## src/rtl/core/sns_pkg.sv

```systemverilog
package sns_pkg;

    localparam int SAMPLE_BITS   = 10;
    localparam int FRACTION_BITS = 16;

    // accumulator / multiplier operand A
    localparam int ACC_W = 48;
    // operand B must hold a 17-bit coefficient, the low and high halves of v
    localparam int MB_0    = (FRACTION_BITS + 1 > 18) ? FRACTION_BITS + 1 : 18;
    localparam int MUL_B_W = (33 - FRACTION_BITS > MB_0) ? 33 - FRACTION_BITS : MB_0;
    localparam int PROD_W  = ACC_W + MUL_B_W;

    localparam int S_TDATA_W = ((SAMPLE_BITS + 7) / 8) * 8;
    localparam int M_TDATA_W = ((1 + 32 + 32 + 7) / 8) * 8;
    localparam int CFG_DATA_W = 24;

    typedef logic signed [ACC_W-1:0]   acc_t;
    typedef logic signed [ACC_W:0]     wide_t;
    typedef logic signed [MUL_B_W-1:0] mb_t;
    typedef logic signed [PROD_W-1:0]  prod_t;
    typedef logic [SAMPLE_BITS-1:0]    sample_t;

    localparam longint ONE = longint'(1) << FRACTION_BITS;

    localparam mb_t   K_QUAD    = mb_t'((4 * ONE + 50) / 100);
    localparam acc_t  BIAS      = acc_t'(140 * ONE);
    localparam acc_t  CLAMP_POS = acc_t'((longint'(1) << 46) - 1);
    localparam acc_t  CLAMP_NEG = -CLAMP_POS;

    // register reset values
    localparam logic        [22:0] GAIN_RST  = 23'((ONE * 1000 * 10000) / 1713525);
    localparam logic        [16:0] STEP_RST  = 17'((5 * ONE + 50) / 100);
    localparam logic        [16:0] RATE_RST  = 17'((2 * ONE + 50) / 100);
    localparam logic        [16:0] SENS_RST  = 17'((20 * ONE + 50) / 100);
    localparam logic signed [23:0] C_RST     = 24'(-65 * ONE);
    localparam logic        [21:0] JUMP_RST  = 22'(8 * ONE);
    localparam logic        [23:0] THR_RST   = 24'(30 * ONE);
    localparam logic signed [23:0] FLOOR_RST = 24'(-30 * ONE);

    // neuron state reset values
    localparam sample_t            PREV_RST = sample_t'((66 * ((1 << SAMPLE_BITS) - 1) + 50) / 100);
    localparam logic signed [31:0] MEM_RST  = 32'(-30 * ONE);

    typedef enum logic [2:0] {
        CFG_GAIN,
        CFG_STEP,
        CFG_RATE,
        CFG_SENS,
        CFG_RESET_POT,
        CFG_JUMP,
        CFG_THRESHOLD,
        CFG_FLOOR
    } cfg_idx_t;

    typedef enum logic [3:0] {
        ST_IDLE,
        ST_T1,
        ST_CUR,
        ST_QLO,
        ST_QHI,
        ST_BV,
        ST_DV,
        ST_M1,
        ST_CLIP,
        ST_M2,
        ST_UN,
        ST_JUMP,
        ST_DONE
    } step_t;

    typedef struct packed {
        step_t step;
        logic  accept;
        logic  commit;
    } sns_ctrl_t;

    // product >> FRACTION_BITS, rounding toward minus infinity
    function automatic acc_t floor_shift(input prod_t p);
        prod_t t;
        t = p >>> FRACTION_BITS;
        return t[ACC_W-1:0];
    endfunction

    function automatic acc_t clamp46(input acc_t x);
        acc_t r;
        r = x;
        if (x > CLAMP_POS) r = CLAMP_POS;
        if (x < CLAMP_NEG) r = CLAMP_NEG;
        return r;
    endfunction

    function automatic logic signed [31:0] sat32(input wide_t x);
        logic signed [31:0] r;
        if ((&x[ACC_W:31]) || !(|x[ACC_W:31])) begin
            r = x[31:0];
        end else if (x[ACC_W]) begin
            r = 32'sh8000_0000;
        end else begin
            r = 32'sh7FFF_FFFF;
        end
        return r;
    endfunction

endpackage

```

## src/rtl/core/sns_mul.sv

```systemverilog
module sns_mul import sns_pkg::*; (
    input  logic  aclk,
    input  acc_t  op_a,
    input  mb_t   op_b,
    output prod_t prod
);

    prod_t prod_reg;

    // signed 48x18, registered
    always_ff @(posedge aclk) begin
        prod_reg <= op_a * op_b;
    end

    assign prod = prod_reg;

endmodule

```

## src/rtl/core/sns_seq.sv

```systemverilog
module sns_seq import sns_pkg::*; (
    input  logic      aclk,
    input  logic      aresetn,
    input  logic      s_tvalid,
    input  logic      out_free,
    output sns_ctrl_t ctrl
);

    step_t state_reg;
    step_t state_next;

    always_ff @(posedge aclk) begin
        if (!aresetn) begin
            state_reg <= ST_IDLE;
        end else begin
            state_reg <= state_next;
        end
    end

    always_comb begin
        state_next  = state_reg;
        ctrl.step   = state_reg;
        ctrl.accept = 1'b0;
        ctrl.commit = 1'b0;
        unique case (state_reg)
            ST_IDLE: begin
                if (s_tvalid) begin
                    ctrl.accept = 1'b1;
                    state_next  = ST_T1;
                end
            end
            ST_T1:   state_next = ST_CUR;
            ST_CUR:  state_next = ST_QLO;
            ST_QLO:  state_next = ST_QHI;
            ST_QHI:  state_next = ST_BV;
            ST_BV:   state_next = ST_DV;
            ST_DV:   state_next = ST_M1;
            ST_M1:   state_next = ST_CLIP;
            ST_CLIP: state_next = ST_M2;
            ST_M2:   state_next = ST_UN;
            ST_UN:   state_next = ST_JUMP;
            ST_JUMP: state_next = ST_DONE;
            ST_DONE: begin
                if (out_free) begin
                    ctrl.commit = 1'b1;
                    state_next  = ST_IDLE;
                end
            end
            default: state_next = ST_IDLE;
        endcase
    end

    a_idle_holds: assert property (@(posedge aclk) disable iff (!aresetn)
        (state_reg == ST_IDLE && !s_tvalid) |=> state_reg == ST_IDLE)
        else $error("sequencer left idle without a request");

    a_steps_advance: assert property (@(posedge aclk) disable iff (!aresetn)
        (state_reg != ST_IDLE && state_reg != ST_DONE) |=> state_reg != $past(state_reg))
        else $error("sequencer stalled inside a step");

    a_commit_idle: assert property (@(posedge aclk) disable iff (!aresetn)
        ctrl.commit |=> state_reg == ST_IDLE)
        else $error("commit did not return to idle");

endmodule

```

## src/rtl/core/spiking_neuron_from_sensor_slope_top.sv

```systemverilog
// Izhikevich-type spiking neuron driven by the slope of a 10-bit sensor sample.
// Each request carries one sample; the input current is current_gain times the
// change from the previous sample, then one forward-Euler step of v and u is
// taken in signed Q16.16 (products floor-rounded, v and u saturated to 32 bits).
// v is clamped up to potential_floor; reaching spike_threshold resets v to
// reset_potential, adds recovery_jump to u and flags a spike. One result per
// request: the sequencer steps from T1 through JUMP to DONE, then commits the
// result to the output register and returns to idle, so the next request is
// taken only after the last is committed. One shared 48x18 signed multiplier
// (registered product) forms all eight products of the step in turn, with
// a 48-bit accumulator gathering the potential derivative. s_tready is high only
// while the sequencer is idle; a finished result sits in an output register
// while the next sample is taken, and the block waits at the end of a step only
// if that register still holds an untaken result. Registers are written through
// cfg_we/cfg_addr/cfg_wdata in the order gain, step, a, b, c, d, threshold,
// floor; write them only while no sample is in flight. After reset, v = -30,
// u = 0, previous sample = 675.
module spiking_neuron_from_sensor_slope_top import sns_pkg::*; (
    input  logic                  aclk,
    input  logic                  aresetn,
    // s_tdata: [9:0] adc_sample
    input  logic                  s_tvalid,
    output logic                  s_tready,
    input  logic [S_TDATA_W-1:0]  s_tdata,
    // m_tdata: [0] spike, [32:1] membrane_out, [64:33] recovery_out
    output logic                  m_tvalid,
    input  logic                  m_tready,
    output logic [M_TDATA_W-1:0]  m_tdata,
    input  logic                  cfg_we,
    input  logic [2:0]            cfg_addr,
    input  logic [CFG_DATA_W-1:0] cfg_wdata
);

    // configuration
    logic        [22:0] gain_reg;
    logic        [16:0] step_reg;
    logic        [16:0] rate_reg;
    logic        [16:0] sens_reg;
    logic signed [23:0] rst_pot_reg;
    logic        [21:0] jump_reg;
    logic        [23:0] thr_reg;
    logic signed [23:0] floor_reg;

    // neuron state
    sample_t            prev_reg;
    logic signed [31:0] membrane_reg;
    logic signed [31:0] recovery_reg;

    // working registers for one step
    logic signed [SAMPLE_BITS:0] diff_reg;
    acc_t               acc_reg;     // dv/dt sum
    logic signed [31:0] t1_reg;      // floor(K*v)
    logic signed [34:0] bu_reg;      // b*v - u
    acc_t               m1_reg;      // a*(b*v - u)
    logic signed [31:0] vn_reg;
    logic signed [31:0] un_reg;
    logic               spike_reg;

    // output register
    logic                 out_valid_reg;
    logic [M_TDATA_W-1:0] out_tdata_reg;

    sns_ctrl_t ctrl;
    logic      out_free;
    acc_t      op_a;
    mb_t       op_b;
    prod_t     prod;
    acc_t      prod_fs;
    sample_t   sample;

    assign sample   = s_tdata[SAMPLE_BITS-1:0];
    assign out_free = !out_valid_reg || m_tready;
    assign prod_fs  = floor_shift(prod);

    sns_seq u_seq (
        .aclk     (aclk),
        .aresetn  (aresetn),
        .s_tvalid (s_tvalid),
        .out_free (out_free),
        .ctrl     (ctrl)
    );

    sns_mul u_mul (
        .aclk (aclk),
        .op_a (op_a),
        .op_b (op_b),
        .prod (prod)
    );

    // configuration writes
    always_ff @(posedge aclk) begin
        if (!aresetn) begin
            gain_reg    <= GAIN_RST;
            step_reg    <= STEP_RST;
            rate_reg    <= RATE_RST;
            sens_reg    <= SENS_RST;
            rst_pot_reg <= C_RST;
            jump_reg    <= JUMP_RST;
            thr_reg     <= THR_RST;
            floor_reg   <= FLOOR_RST;
        end else if (cfg_we) begin
            unique case (cfg_idx_t'(cfg_addr))
                CFG_GAIN:      gain_reg    <= cfg_wdata[22:0];
                CFG_STEP:      step_reg    <= cfg_wdata[16:0];
                CFG_RATE:      rate_reg    <= cfg_wdata[16:0];
                CFG_SENS:      sens_reg    <= cfg_wdata[16:0];
                CFG_RESET_POT: rst_pot_reg <= cfg_wdata;
                CFG_JUMP:      jump_reg    <= cfg_wdata[21:0];
                CFG_THRESHOLD: thr_reg     <= cfg_wdata;
                CFG_FLOOR:     floor_reg   <= cfg_wdata;
                default: ;
            endcase
        end
    end

    // multiplier operand select; each product lands in prod in the next cycle
    always_comb begin
        op_a = '0;
        op_b = '0;
        unique case (ctrl.step)
            ST_T1: begin                     // K * v
                op_a = acc_t'(membrane_reg);
                op_b = K_QUAD;
            end
            ST_CUR: begin                    // gain * sample difference
                op_a = acc_t'(gain_reg);
                op_b = mb_t'(diff_reg);
            end
            ST_QLO: begin                    // t1 * low fraction bits of v
                op_a = acc_t'(t1_reg);
                op_b = mb_t'(membrane_reg[FRACTION_BITS-1:0]);
            end
            ST_QHI: begin                    // t1 * integer part of v
                op_a = acc_t'(t1_reg);
                op_b = mb_t'(membrane_reg >>> FRACTION_BITS);
            end
            ST_BV: begin                     // b * v
                op_a = acc_t'(membrane_reg);
                op_b = mb_t'(sens_reg);
            end
            ST_DV: begin                     // dt * dv/dt
                op_a = clamp46(acc_reg);
                op_b = mb_t'(step_reg);
            end
            ST_M1: begin                     // a * (b*v - u)
                op_a = clamp46(acc_t'(bu_reg));
                op_b = mb_t'(rate_reg);
            end
            ST_M2: begin                     // dt * a*(b*v - u)
                op_a = clamp46(m1_reg);
                op_b = mb_t'(step_reg);
            end
            default: begin
                op_a = '0;
                op_b = '0;
            end
        endcase
    end

    // step datapath
    always_ff @(posedge aclk) begin
        case (ctrl.step)
            ST_IDLE: begin
                if (ctrl.accept) begin
                    diff_reg <= $signed({1'b0, sample}) - $signed({1'b0, prev_reg});
                    // 5v + 140 - u
                    acc_reg  <= (acc_t'(membrane_reg) <<< 2) + acc_t'(membrane_reg)
                                + BIAS - acc_t'(recovery_reg);
                end
            end
            ST_CUR:  t1_reg  <= prod_fs[31:0];
            ST_QLO:  acc_reg <= acc_reg + acc_t'(prod);      // current
            ST_QHI:  acc_reg <= acc_reg + prod_fs;           // low part of 0.04 v^2
            ST_BV:   acc_reg <= acc_reg + acc_t'(prod);      // high part, exact
            ST_DV: begin
                bu_reg <= 35'(prod_fs - acc_t'(recovery_reg));
            end
            ST_M1: begin
                vn_reg <= sat32(wide_t'(membrane_reg) + wide_t'(prod_fs));
            end
            ST_CLIP: begin
                m1_reg <= prod_fs;
                if (vn_reg < 32'(floor_reg)) begin
                    vn_reg <= 32'(floor_reg);
                end
            end
            ST_M2: begin
                if ($signed({vn_reg[31], vn_reg}) >= $signed({9'b0, thr_reg})) begin
                    spike_reg <= 1'b1;
                    vn_reg    <= 32'(rst_pot_reg);
                end else begin
                    spike_reg <= 1'b0;
                end
            end
            ST_UN: begin
                un_reg <= sat32(wide_t'(recovery_reg) + wide_t'(prod_fs));
            end
            ST_JUMP: begin
                if (spike_reg) begin
                    un_reg <= sat32(wide_t'(un_reg) + wide_t'(jump_reg));
                end
            end
            default: ;
        endcase
    end

    // neuron state and result register
    always_ff @(posedge aclk) begin
        if (!aresetn) begin
            prev_reg      <= PREV_RST;
            membrane_reg  <= MEM_RST;
            recovery_reg  <= '0;
            out_valid_reg <= 1'b0;
        end else begin
            if (ctrl.accept) begin
                prev_reg <= sample;
            end
            if (ctrl.commit) begin
                membrane_reg  <= vn_reg;
                recovery_reg  <= un_reg;
                out_valid_reg <= 1'b1;
            end else if (m_tready) begin
                out_valid_reg <= 1'b0;
            end
        end
    end

    always_ff @(posedge aclk) begin
        if (ctrl.commit) begin
            out_tdata_reg <= {{(M_TDATA_W - 65){1'b0}}, un_reg, vn_reg, spike_reg};
        end
    end

    // no request is taken while reset is held
    assign s_tready = aresetn && (ctrl.step == ST_IDLE);
    assign m_tvalid = out_valid_reg;
    assign m_tdata  = out_tdata_reg;

    a_commit_shows: assert property (@(posedge aclk) disable iff (!aresetn)
        ctrl.commit |=> m_tvalid)
        else $error("committed result not presented");

    a_done_waits: assert property (@(posedge aclk) disable iff (!aresetn)
        (ctrl.step == ST_DONE && !ctrl.commit)
            |=> $stable(out_tdata_reg) && $stable(membrane_reg) && $stable(recovery_reg))
        else $error("state or result changed while waiting for output slot");

    a_result_held: assert property (@(posedge aclk) disable iff (!aresetn)
        (m_tvalid && !m_tready) |=> m_tvalid && $stable(m_tdata))
        else $error("waiting result dropped or changed");

endmodule

```

## config.mk

```make
export PLATFORM = sky130hd
export DESIGN_NAME = spiking_neuron_from_sensor_slope_top
export DESIGN_NICKNAME = d
export VERILOG_FILES = /design/src/rtl/core/sns_pkg.sv /design/src/rtl/core/sns_mul.sv /design/src/rtl/core/sns_seq.sv /design/src/rtl/core/spiking_neuron_from_sensor_slope_top.sv
export SDC_FILE = /design/constraint.sdc
export NUM_CORES = 2
export LEC_CHECK = 0
export BUFFER_PORTS_ARGS = -buffer_cell sky130_fd_sc_hd__buf_4
export CORE_MARGIN = 4
export CORE_UTILIZATION = 29
export DETAILED_ROUTE_END_ITERATION = 6
export GPL_TIMING_DRIVEN = 0
export PLACE_DENSITY = 0.45
export SYNTH_ARGS = -nofsm -noshare
export SYNTH_HDL_FRONTEND = slang
export SYNTH_HIERARCHICAL = 1
export SYNTH_SLANG_ARGS = --single-unit
```

## constraint.sdc

```tcl
create_clock -name aclk -period 25.1 [get_ports aclk]
set_input_delay 2.51 -clock aclk [delete_from_list [all_inputs] [get_ports aclk]]
set_output_delay 2.51 -clock aclk [all_outputs]
set_load 0.01 [all_outputs]
```

Word level (Yosys, flattened, before mapping)
Cells that the tools add are included.
{ "op_classes": {"div": 0, "mux": 31, "n_shift": 0, "bitwise_logic": 0, "n_eq_ne": 25, "add_sub_neg": 10, "magnitude_cmp": 8, "reduce_logical": 38, "mul": 1} }
{ "ops": {"columns": ["cell", "count"], "rows": [
  ["$mux W48", 7],
  ["$mux W32", 9],
  ["$pmux W48 S6", 1],
  ["$pmux W48 S3", 1],
  ["$pmux W18 S7", 1],
  ["$add A32 B48 Y49", 2],
  ["$add A48 B48 Y48", 2],
  ["$gt A48 B47 Y1 const B", 2],
  ["$lt A48 B47 Y1 const B", 2],
  ["$pmux W32 S3", 1],
  ["$mul A48 B18 Y64", 1],
  ["$pmux W32 S2", 1],
  ["$reduce_and A18 Y1", 3],
  ["$reduce_or A18 Y1", 3],
  ["$pmux W4 S13", 1],
  ["$gt A35 B47 Y1 const B", 1],
  ["$lt A35 B47 Y1 const B", 1],
  ["$sub A36 B32 Y37", 1],
  ["$add A35 B25 Y36 const B", 1],
  ["$add A34 B32 Y35", 1],
  ["$sub A35 B32 Y35", 1],
  ["$add A32 B23 Y33", 1],
  ["$ge A32 B25 Y1", 1],
  ["$lt A32 B24 Y1", 1],
  ["other kinds (21)", 67]
]} }
{ "word_totals": {"reg_bits": 615, "latchBits": 0, "mem_bits_rw": 0, "n_memories": 0, "mem_bits_ro": 0, "out_inout_bits": 74} }

Depth between registers and ports, before layout
{ "depth": {"ltp_word": 7, "ltp_mapped": 35, "ltp_nobuf": 30} }

Cells and area by module
The synthesis kept the hierarchy.
{ "modules_own_cells": {"columns": ["mod", "area_per_inst_um2", "cells_per_inst", "instances"], "rows": [
  ["spiking_neuron_from_sensor_slope_top", 38664.6, 4305, 1],
  ["sns_mul", 30446.7, 3499, 1],
  ["sns_seq", 229.0, 25, 1]
]} }

Worst setup path before layout
No wires, ideal clock.
{ "synth_timing": {"path_type": "input to register", "from": "in m_tready", "to": "reg membrane_reg[0]", "path_slack_ns": 13.915, "arrival_ns": 11.069, "stages": 7, "required_time_ns": 24.983, "path_buffers": 3, "setup_ns": 0.117, "path_cell_list": "nand2b_1 -> nor4b_1 -> clkbuf_1 -> clkbuf_1 -> buf_1 -> mux2i_1 -> nor2b_1"} }
{ "synth_lines": {"columns": ["element", "line_no", "rtl"], "rows": [
  ["start: declaration", "spiking_neuron_from_sensor_slope_top.sv:27", "input logic m_tready,"],
  ["end signal: assignment", "spiking_neuron_from_sensor_slope_top.sv:219", "membrane_reg <= vn_reg;"],
  ["end: declaration", "spiking_neuron_from_sensor_slope_top.sv:46", "logic signed [31:0] membrane_reg;"]
]} }

Worst setup path in the final report
{ "layout_timing": {"from": "reg u_seq.state_reg[3]", "to": "reg u_mul.prod_reg[51], in the netlist u_mul/prod[51]"} }
{ "layout_between": {"elab_chain_cells": 4, "elab_cells_between_ends": 14, "classes_between": "mul: 1; eq/ne: 8; mux: 2; reduce/logical: 3"} }
{ "layout_rtl": {"columns": ["element", "line_no", "rtl"], "rows": [
  ["start: declaration", "sns_seq.sv:9", "step_t state_reg;"],
  ["start signal: assignment", "sns_seq.sv:16", "state_reg <= state_next;"],
  ["$eq A4 B3 Y1 or $eq A4 B4 Y1 (tied branches)", "spiking_neuron_from_sensor_slope_top.sv:120", "unique case (ctrl.step)"],
  ["$reduce_or A2 Y1 (no source line)", null, null],
  ["$pmux W18 S7 (*)", "spiking_neuron_from_sensor_slope_top.sv:120", null],
  ["named net op_b[5]", "spiking_neuron_from_sensor_slope_top.sv:66", "mb_t op_b;"],
  ["$mul A48 B18 Y64 (*)", "sns_mul.sv:12", "prod_reg <= op_a * op_b;"],
  ["end signal: assignment", "sns_mul.sv:12", null],
  ["end: declaration", "sns_mul.sv:8", "prod_t prod_reg;"]
]} }
The timed path passes the listed nets; every way through them passes the cells marked *.
A chain may end at the register's enable or synchronous reset.

==> results.py <==
metrics = {
    "status": {
        "outcome": "finished clean",
    },
    "placement": {
        "placed_cell_area_sq_mm": 0.0737,
        "dp_cells": 11000,
        "portBuffers": 89,
        "dp_hpwl_um": 229000,
        "gp_congestion": 0.930,
    },
    "cts": {
        "ctsResizeCount": 0,
        "clock-sinks": 615,
        "root_buffer": "clkbuf_16",
        "cts_buffers": 73,
        "insertion_delay_ns": 0.69,
        "post_cts_buffers": 0,
        "clockBufferDepth": 3,
        "cts_tree": "yes",
        "ctsHtreeMaxLevel": 3,
        "clkTransAtPathRegs_ns": 0.07,
        "ctsHoldBuffers": 0,
    },
    "synth": {
        "ys_warn_count": 6,
        "syn-cell-area_sq_mm": 0.0689,
        "synthCells": 7778,
        "syn_avg_cell_area_sq_um": 8.86,
    },
    "sta": {
        "hold_viol": 0,
        "period_minus_slack_ns": 13.74,
        "maxSlewHeadroom": 0.0390,
        "clock_skew_ns": 0.0427,
        "period_share": 0.547,
        "setup_violations": 0,
        "rsz0062_at_grt": "no",
        "max_freq_mhz": 72.8,
        "slew_violations": 0,
        "setup_tns_ns": 0,
        "tightest_slew_ns": 1.43,
    },
    "floorplan": {
        "row_count": 178,
        "initial_core_util": 0.292,
        "fp.dieH_um": 495,
        "die_w_um": 495,
        "io_pins": 122,
        "core_sq_mm": 0.236,
        "die_area_sq_mm": 0.245,
    },
    "setup_path": {
        "crit_path_frequent_cell": "clkbuf_1",
        "cp-start-kind": "flip-flop",
        "crit_path_end_kind": "flip-flop",
        "worstPathArrival_ns": 14.33,
        "cpMaxStageDelayCell": "nor3_1",
        "worstSetupPathType": "reg2reg",
        "crit_buf_inv": 10,
        "crit_fanout": 12,
        "cp_slowest_stage_delay_ns": 1.10,
        "critPathTopFamily": "buffers and inverters",
        "required_ns": 25.69,
    },
    "power_and_ir_drop": {
        "peakVddDrop_v": 0.000192,
        "power_frac_comb": 0.748,
        "p_int_w": 0.00484,
        "power.share.sequential": 0.150,
        "p_per_area_mw_per_mm2": 143,
        "p_clk_frac": 0.102,
        "p_leak_nw": 32.6,
        "p_sw_frac": 0.557,
        "p_switching_w": 0.00609,
    },
    "routing": {
        "vias_per_cell": 5.14,
        "ant_nets": 0,
        "drc_errors": 0,
        "drt-total-wl_um": 283000,
        "drtIter0Drc": 5609,
        "first_pass_iters": 6,
        "wl_per_cell_um": 25.3,
        "vias": 57500,
    },
    "global_routing": {
        "track_usage": 0.229,
        "grt_start_max_net_pins": 49,
        "grt_pass1_vias": 57300,
        "overflow": 0,
        "antenna_found_initial": 41,
        "grt_pass1_wl_um": 411000,
    },
    "hold_path": {
        "hp-class": "reg2reg",
    },
    "finish": {
        "syn_to_final_growth_pct": 10.6,
        "fin_nets": 9333,
        "fin_cells": 11200,
        "design_area_sq_mm": 0.0762,
        "largest_reg_flops": 65,
        "fillers": 24900,
        "layout-drive-gt1-share": 0.0562,
    },
    "run": {
        "drv_cap": 0,
    },
}
-- routing by layer --
| layer | part of all wire | routed length (um) | vias to the layer above | global-route usage |
|---|---|---|---|---|
| met5 | 0.000035 | 10 | - | 0 |
| met4 | 0.028 | 8030 | 2 | 0.0582 |
| met3 | 0.076 | 21600 | 346 | 0.0376 |
| met2 | 0.44 | 125000 | 2212 | 0.352 |
| met1 | 0.45 | 129000 | 29100 | 0.332 |
| li1 | - | - | 25800 | - |
-- final timing paths --
check                     startpoint              to  slack [ns]  depth (start not counted)
setup reg to reg  u_seq/state_reg[3]  u_mul/prod[51]       11.36                         32
hold reg to reg         sens_reg[14]    sens_reg[14]        0.46                          2
hold / removal          sens_reg[14]    sens_reg[14]        0.46                          2
setup / recovery  u_seq/state_reg[3]  u_mul/prod[51]       11.36                         32
-- per-stage QoR --
| step | setup WS [ns] | utilization | total power, W | hold WS [ns] |
|---|---|---|---|---|
| floorplan | 13.91 | - | 0.00704 | 0.421 |
| global placement | 8.89 | 0.312 | 0.00982 | 0.451 |
| detailed placement | 11.78 | 0.312 | 0.00982 | 0.457 |
| CTS | 11.73 | 0.323 | 0.0110 | 0.466 |
| global route | 11.10 | 0.323 | 0.0120 | 0.480 |
| finish | 11.36 | 0.323 | 0.0109 | 0.463 |
-- power groups by stage --
stage / Sequential, W / Combinational (W) / Clock, W
after global placement: 0.00166 / 0.00816 / 0
after CTS: 0.00164 / 0.00823 / 0.00114
after detailed placement: 0.00166 / 0.00816 / 0
after global routing: 0.00163 / 0.00916 / 0.00118
final: 0.00164 / 0.00817 / 0.00112
after floorplan: 0.00138 / 0.00566 / 0
-- area by class of cell --
| cell class | count | area (sq um) | area share |
|---|---|---|---|
| Antenna cell | 14 | 35.0 | 0.000460 |
| Inverter | 1228 | 4610 | 0.0605 |
| Clock buffer | 99 | 2070 | 0.0272 |
| Clock inverter | 36 | 402 | 0.00527 |
| Sequential cell | 615 | 15400 | 0.201 |
| Timing Repair Buffer | 101 | 803 | 0.0105 |
| Multi-Input combinational cell | 5523 | 47300 | 0.620 |
| Buffer | 418 | 1740 | 0.0228 |
| Tap cell | 3150 | 3940 | 0.0517 |
-- tightest hold or removal path, cell delays in order, from the launching register on --
cell	delay [ns]
dfxtp_1	0.31
nand2_1	0.04
a21boi_0	0.06
-- layout by cell type (no fill, tap or decap), drive strengths merged, types with 173 or more instances in the layout --
| cell | instances |
|---|---|
| a21oi | 352 |
| and2 | 261 |
| clkbuf | 461 |
| dfxtp | 311 |
| edfxtp | 304 |
| fa | 841 |
| ha | 484 |
| inv | 1231 |
| nand2 | 1150 |
| nand3 | 173 |
| nor2 | 295 |
| o21ai | 361 |
| xnor2 | 178 |
(Power assumes the default switching activity.)
